**config.mk**
```make
export PLATFORM = sky130hd
export DESIGN_NAME = largest_blob_center_finder
export DESIGN_NICKNAME = d
export VERILOG_FILES = /design/src/rtl/core/lbcf_pkg.sv /design/src/rtl/core/lbcf_csr.sv /design/src/rtl/core/lbcf_run_tracker.sv /design/src/rtl/core/lbcf_out_reg.sv /design/src/rtl/core/largest_blob_center_finder.sv
export SDC_FILE = /design/constraint.sdc
export NUM_CORES = 1
export LEC_CHECK = 0
export BUFFER_PORTS_ARGS = -buffer_cell sky130_fd_sc_hd__clkbuf_2
export CAP_MARGIN = 15
export CORE_ASPECT_RATIO = 1.25
export CORE_MARGIN = 3
export CORE_UTILIZATION = 25
export CTS_CLUSTER_SIZE = 8
export DETAILED_ROUTE_END_ITERATION = 12
export SYNTH_ARGS = -nofsm -noshare
export SYNTH_HDL_FRONTEND = slang
export SYNTH_SLANG_ARGS = --single-unit
```
**constraint.sdc**
```tcl
create_clock -name clock -period 12 [get_ports clock]
set_clock_uncertainty 0.15 [all_clocks]
set_input_delay 2.4 -clock clock [delete_from_list [all_inputs] [get_ports clock]]
set_output_delay 2.4 -clock clock [all_outputs]
set_load 0.1 [all_outputs]
```
**src/rtl/core/lbcf_pkg.sv**
```systemverilog
// shared types and constants for the largest blob center finder
package lbcf_pkg;

   localparam int DEFAULT_LINE_PIXELS = 128;

   localparam int CSR_DATA_W  = 7;
   localparam int CSR_INDEX_W = 2;
   localparam int CENTER_W    = 8;
   localparam int GAP_W       = 8;

   typedef enum logic [CSR_INDEX_W-1:0] {
      CSR_TARGET_VALUE = 2'd0,
      CSR_GAP_LIMIT    = 2'd1,
      CSR_MIN_WIDTH    = 2'd2
   } csr_index_type;

   localparam logic signed [1:0] TARGET_VALUE_RESET = 2'sd1;
   localparam logic [6:0]        GAP_LIMIT_RESET    = 7'd0;
   localparam logic [6:0]        MIN_WIDTH_RESET    = 7'd0;

   // reported when no run was kept or the center lands on zero
   localparam logic signed [CENTER_W-1:0] NO_CENTER = -8'sd1;

   typedef struct packed {
      logic signed [1:0] target_value;
      logic [6:0]        gap_limit;
      logic [6:0]        min_width;
   } cfg_type;

   typedef struct packed {
      logic                        valid;
      logic signed [CENTER_W-1:0]  center;
   } result_type;

endpackage

```
**src/rtl/core/lbcf_csr.sv**
```systemverilog
// configuration registers of the blob center finder
module lbcf_csr (
   input  logic                               clock,
   input  logic                               reset,
   input  logic                               csr_write_enable,
   input  logic [lbcf_pkg::CSR_INDEX_W-1:0]   csr_index,
   input  logic [lbcf_pkg::CSR_DATA_W-1:0]    csr_wdata,
   output lbcf_pkg::cfg_type                  cfg
);

   lbcf_pkg::cfg_type cfg_ff, cfg_in;

   always_comb begin
      cfg_in = cfg_ff;
      if (csr_write_enable) begin
         case (csr_index)
            lbcf_pkg::CSR_TARGET_VALUE: cfg_in.target_value = csr_wdata[1:0];
            lbcf_pkg::CSR_GAP_LIMIT:    cfg_in.gap_limit    = csr_wdata[6:0];
            lbcf_pkg::CSR_MIN_WIDTH:    cfg_in.min_width    = csr_wdata[6:0];
            default:                    cfg_in = cfg_ff;
         endcase
      end
   end

   always_ff @(posedge clock) begin
      if (reset) begin
         cfg_ff.target_value <= lbcf_pkg::TARGET_VALUE_RESET;
         cfg_ff.gap_limit    <= lbcf_pkg::GAP_LIMIT_RESET;
         cfg_ff.min_width    <= lbcf_pkg::MIN_WIDTH_RESET;
      end else begin
         cfg_ff <= cfg_in;
      end
   end

   assign cfg = cfg_ff;

endmodule

```
**src/rtl/core/lbcf_run_tracker.sv**
```systemverilog
// per-pixel run tracking and end-of-line center computation
module lbcf_run_tracker #(
   parameter int LINE_PIXELS = lbcf_pkg::DEFAULT_LINE_PIXELS
) (
   input  logic                  clock,
   input  logic                  reset,
   input  lbcf_pkg::cfg_type     cfg,
   input  logic                  pixel_accept,
   input  logic signed [1:0]     pixel_class,
   input  logic                  end_of_line,
   output lbcf_pkg::result_type  result
);

   localparam int POS_W = (LINE_PIXELS > 2) ? $clog2(LINE_PIXELS) : 1;
   localparam int EXT_W = (POS_W > lbcf_pkg::CENTER_W) ? POS_W : lbcf_pkg::CENTER_W;
   localparam int CMP_W = (POS_W > 7) ? POS_W : 7;
   localparam logic [POS_W-1:0] LAST_POS = POS_W'(LINE_PIXELS - 1);

   typedef struct packed {
      logic                          in_run;
      logic [lbcf_pkg::GAP_W-1:0]    gap_count;
      logic [POS_W-1:0]              pos;
      logic [POS_W-1:0]              run_first;
      logic [POS_W-1:0]              run_latest;
      logic [POS_W-1:0]              best_first;
      logic [POS_W-1:0]              best_latest;
   } track_type;

   track_type st_ff, st_in, st_a, st_eol;

   logic            match;
   logic [POS_W:0]  center_sum;
   logic [POS_W-1:0] center;
   logic [EXT_W-1:0] center_ext;

   // keeps the candidate run if wide enough and strictly wider than the best
   function automatic track_type judge(input track_type s, input logic [6:0] min_w);
      track_type        r;
      logic [POS_W-1:0] w;
      logic [POS_W-1:0] bw;
      r  = s;
      w  = s.run_latest - s.run_first;
      bw = s.best_latest - s.best_first;
      if ((CMP_W'(w) > CMP_W'(min_w)) && (bw < w)) begin
         r.best_first  = s.run_first;
         r.best_latest = s.run_latest;
      end
      return r;
   endfunction

   assign match = (pixel_class == cfg.target_value);

   always_comb begin
      st_a = st_ff;
      if (match) begin
         st_a.in_run     = 1'b1;
         if (!st_ff.in_run) st_a.run_first = st_ff.pos;
         st_a.gap_count  = '0;
         st_a.run_latest = st_ff.pos;
      end else if (st_ff.in_run) begin
         if (st_ff.gap_count > {1'b0, cfg.gap_limit}) begin
            st_a            = judge(st_ff, cfg.min_width);
            st_a.run_first  = '0;
            st_a.run_latest = '0;
            st_a.in_run     = 1'b0;
         end else begin
            st_a.gap_count = st_ff.gap_count + 1'b1;
         end
      end
      // an open run is judged on the last pixel of the line
      if (st_a.in_run) st_eol = judge(st_a, cfg.min_width);
      else st_eol = st_a;
      st_in = st_a;
      if (st_ff.pos < LAST_POS) st_in.pos = st_ff.pos + 1'b1;
      if (end_of_line) st_in = '0;
   end

   assign center_sum = {1'b0, st_eol.best_first} + {1'b0, st_eol.best_latest};
   assign center     = center_sum[POS_W:1];
   assign center_ext = EXT_W'(center);

   always_comb begin
      result.valid = pixel_accept && end_of_line;
      if (center == '0) result.center = lbcf_pkg::NO_CENTER;
      else result.center = center_ext[lbcf_pkg::CENTER_W-1:0];
   end

   always_ff @(posedge clock) begin
      if (reset) begin
         st_ff <= '0;
      end else if (pixel_accept) begin
         st_ff <= st_in;
      end
   end

endmodule

```
**src/rtl/core/lbcf_out_reg.sv**
```systemverilog
// result holding register toward the receiver
module lbcf_out_reg (
   input  logic                                clock,
   input  logic                                reset,
   input  lbcf_pkg::result_type                result,
   input  logic                                rsp_ready,
   output logic                                rsp_valid,
   output logic signed [lbcf_pkg::CENTER_W-1:0] rsp_center_index
);

   logic                                 valid_ff, valid_in;
   logic signed [lbcf_pkg::CENTER_W-1:0] center_ff;

   always_comb begin
      valid_in = valid_ff && !rsp_ready;
      if (result.valid) valid_in = 1'b1;
   end

   always_ff @(posedge clock) begin
      if (reset) valid_ff <= 1'b0;
      else valid_ff <= valid_in;
   end

   always_ff @(posedge clock) begin
      if (result.valid) center_ff <= result.center;
   end

   assign rsp_valid        = valid_ff;
   assign rsp_center_index = center_ff;

endmodule

```
**src/rtl/core/largest_blob_center_finder.sv**
```systemverilog
// top level of the largest blob center finder
// Usage:
//   req_ channel carries one thresholded pixel per item (req_pixel_class,
//   req_end_of_line marks the last pixel of a scan line).
//   rsp_ channel carries one item per line: rsp_center_index, the center
//   of the widest qualifying run of target pixels, or -1 for none or zero.
//   csr_ port writes target_value, gap_limit and min_width; write only
//   while no line is in flight.
// Throughput: one pixel per cycle while no end-of-line item is stalled (see
//   Stall); the run state updates in the same cycle the pixel is taken, in a single compare and update step.
// Output: the center is held in a one-entry register and is presented in the
//   cycle after the end-of-line item is accepted, then updated again only
//   by a later end-of-line item.
// Stall: while a result waits, pixels without end_of_line are still taken;
//   an end-of-line item waits until the slot frees, and can enter in the
//   cycle the pending result is taken.
// Reset: synchronous; clears the run state and the result slot and loads
//   target_value 1, gap_limit 0, min_width 0.
module largest_blob_center_finder #(
   parameter int LINE_PIXELS = lbcf_pkg::DEFAULT_LINE_PIXELS
) (
   input  logic                                 clock,
   input  logic                                 reset,
   input  logic                                 req_valid,
   output logic                                 req_ready,
   input  logic signed [1:0]                    req_pixel_class,
   input  logic                                 req_end_of_line,
   output logic                                 rsp_valid,
   input  logic                                 rsp_ready,
   output logic signed [lbcf_pkg::CENTER_W-1:0] rsp_center_index,
   input  logic                                 csr_write_enable,
   input  logic [lbcf_pkg::CSR_INDEX_W-1:0]     csr_index,
   input  logic [lbcf_pkg::CSR_DATA_W-1:0]      csr_wdata
);

   lbcf_pkg::cfg_type    cfg;
   lbcf_pkg::result_type result;
   logic                 pixel_accept;

   // only an end-of-line item needs the result slot
   assign req_ready    = !rsp_valid || rsp_ready || !req_end_of_line;
   assign pixel_accept = req_valid && req_ready;

   lbcf_csr u_csr (
      .clock            (clock),
      .reset            (reset),
      .csr_write_enable (csr_write_enable),
      .csr_index        (csr_index),
      .csr_wdata        (csr_wdata),
      .cfg              (cfg)
   );

   lbcf_run_tracker #(
      .LINE_PIXELS (LINE_PIXELS)
   ) u_tracker (
      .clock        (clock),
      .reset        (reset),
      .cfg          (cfg),
      .pixel_accept (pixel_accept),
      .pixel_class  (req_pixel_class),
      .end_of_line  (req_end_of_line),
      .result       (result)
   );

   lbcf_out_reg u_out (
      .clock            (clock),
      .reset            (reset),
      .result           (result),
      .rsp_ready        (rsp_ready),
      .rsp_valid        (rsp_valid),
      .rsp_center_index (rsp_center_index)
   );

endmodule

```
==> impl_metrics.yaml <==
critical_path:
  startpoint_type: "register"
  cp_common_cell: "a21oi_1"
  worst_setup_path_end_kind: "register"
  crit_type: "register to register"
  critPathMaxStageDelay_ns: 0.76
  arrival_ns: 9.31
  cp_max_fo: 25
  critPathRequiredTime_ns: 12.06
  slowest_stage: "a2111oi_0"
timing:
  layout_min_cycle_time_ns: 9.25
  relSlewSlack: 0.368
  finalSetupTns_ns: 0
  fmax_mhz: 108
  hold_viol: 0
  finalSetupViolCount: 0
  post-route-period-util: 0.771
  whs_ns: 0.336
  rsz0062_at_grt: "false"
  drv_slew: 0
  worstMarginPinSlew_ns: 0.948
routing:
  dr.pass1.iters: 4
  post-route-drc-count: 0
  drt_iter0_markers: 239
  drt_wl_total_um: 13500
  vias: 4369
  ant_nets: 0
  avgViaCountPerCell: 4.84
  wl_per_cell_um: 15.0
power_and_ir_drop:
  p_total_mw: 0.764
  powerDensity_mw_per_mm2: 129
  leakagePower_nw: 2.45
  ir_drop_mv: 0.0813
clock_tree:
  cts_tree: "built"
  h-tree-depth: 3
  cts_root_buf: "clkbuf_16"
  numCtsBuffers: 9
  clk_pin_slew_ns: 0.06
  cts_sinks: 69
  cts_resized: 0
  cts_setup_buffers: 0
  cts_hold_buffers: 0
  clk_path_buf_depth: 2
  insertion_delay_ns: 0.34
grt:
  grt_pass1_wl_um: 21900
  antenna_found_initial: 0
  grt_usage: 0.122
  overflow: 0
  grt_max_degree: 57
  grt_pass1_vias: 4370
die:
  start_util: 0.255
  die_h_um: 166
  rows: 58
  die_w_um: 134
  ios: 27
  core-area_mm2: 0.0202
  die-area_mm2: 0.0223
logic_synthesis:
  synthArstFlopShare: 0
  synth_common_cells: "nor2_1 (84), ha_1 (65), dfxtp_1 (61)"
  yosys_most_used_dff: "dfxtp_1"
  syn-num-nets: 692
  synth_cells: 605
  synth_top_area_frac: 0.238
  ys_warn_count: 0
  synth_area_leader_cell: "dfxtp_1"
  synth_cell_types: 51
  synthesis.area_mm2: 0.00514
  synth_edf_count: 8
  avgSynthCellArea_um2: 8.50
  yosysMostFrequentCell: "nor2_1"
  seq_area_frac_synth: 0.284
  ys_seq_elements: 69
  ys_top_cells_by_area: "dfxtp_1 (24%), ha_1 (16%), nor2_1 (6.1%)"
outcome:
  status: "completed"
final_layout:
  fin_util: 0.293
  final_nets: 714
  syn_to_final_growth_pct: 14.9
  drive_gt1_frac: 0.0997
  n_fill_cell: 2224
worst_hold_path:
  worstHoldPathType: "register to register"
job:
  drv_cap: 0
placement:
  place_hpwl_um: 10500
  io_buffers: 26
  gp_congestion: 0.889
placed cells by master, fill, tap and decap left out, types with 10 or more instances in the layout:
cell	count
nor2_1	84
ha_1	65
dfxtp_1	61
inv_1	60
a21oi_1	54
clkbuf_2	26
mux2i_1	25
a21o_1	19
a22oi_1	19
xor2_1	17
nand2_1	17
o21ai_0	17
xnor2_1	16
mux2_2	10
power by group:
part | switching, mW | internal [mW]
combinational | 0.147 | 0.0628
sequential | 0.00561 | 0.252
clock | 0.108 | 0.189
final cells by class:
class	count	area, µm²	area share
Multi-Input combinational cell	456	3380	0.572
Inverter	60	225	0.0381
Clock buffer	10	239	0.0405
Clock inverter	6	93.8	0.0159
Timing Repair Buffer	31	168	0.0284
Tap cell	270	338	0.0572
Sequential cell	69	1460	0.247
Antenna cell	1	2.50	0.000424
sequential cells by signal, summed over array words and instances (netlist names):
register	count
u_tracker.st_ff	44
u_out.rsp_valid	1
u_csr.cfg	16
u_out.rsp_center_index	8
critical path: cells and delay by family (launching register included):
family                   cells  cell delay (ns)
flip-flops                   1             0.51
AND/OR/NAND/NOR              6             0.72
XOR/XNOR                     3             0.54
AO/OA/AOI/OAI               18             4.21
multiplexers                 1             0.31
adder cells (fa/ha/maj)      7             2.26
buffers and inverters        3             0.40
worst paths after layout:
kind | startpoint | to | slack (ns) | depth (start not counted)
min | u_out.rsp_valid$_SDFF_PP0_ | u_out.rsp_valid$_SDFF_PP0_ | 0.34 | 2
max reg2reg | u_tracker.st_ff[21]$_SDFFE_PP0P_ | u_out.rsp_center_index[2]$_SDFFCE_PN1P_ | 2.75 | 38
min reg2reg | u_out.rsp_valid$_SDFF_PP0_ | u_out.rsp_valid$_SDFF_PP0_ | 0.34 | 2
max | u_tracker.st_ff[21]$_SDFFE_PP0P_ | u_out.rsp_center_index[2]$_SDFFCE_PN1P_ | 2.75 | 38
stage by stage:
| step | setup slack (ns) | instances | cell area, µm² |
|---|---|---|---|
| after floorplan | 3.19 | 605 | 5140 |
| after global placement | 2.78 | 886 | 5570 |
| after detailed placement | 2.62 | 886 | 5570 |
| after CTS | 2.72 | 902 | 5900 |
| after global routing | 2.08 | 902 | 5900 |
| final | 2.75 | 903 | 5910 |
metal layers:
metal | up-vias | GRT usage | wire length, µm | part of all wire
li1 | 2192 | - | - | -
met5 | - | 0 | 0 | 0
met1 | 2025 | 0.143 | 5680 | 0.42
met4 | 0 | 0.0527 | 493 | 0.036
met2 | 114 | 0.216 | 6780 | 0.50
met3 | 38 | 0.0230 | 593 | 0.044
kinds of logic after synthesis:
kind of cell	after synthesis	synth area share
AO/OA/AOI/OAI	162	0.209
AND/OR/NAND/NOR	156	0.143
buffers and inverters	80	0.0584
adder cells (fa/ha/maj)	70	0.178
flip-flops	69	0.284
multiplexers	35	0.0706
XOR/XNOR	33	0.0562
Power figures use the tool's default switching activity.
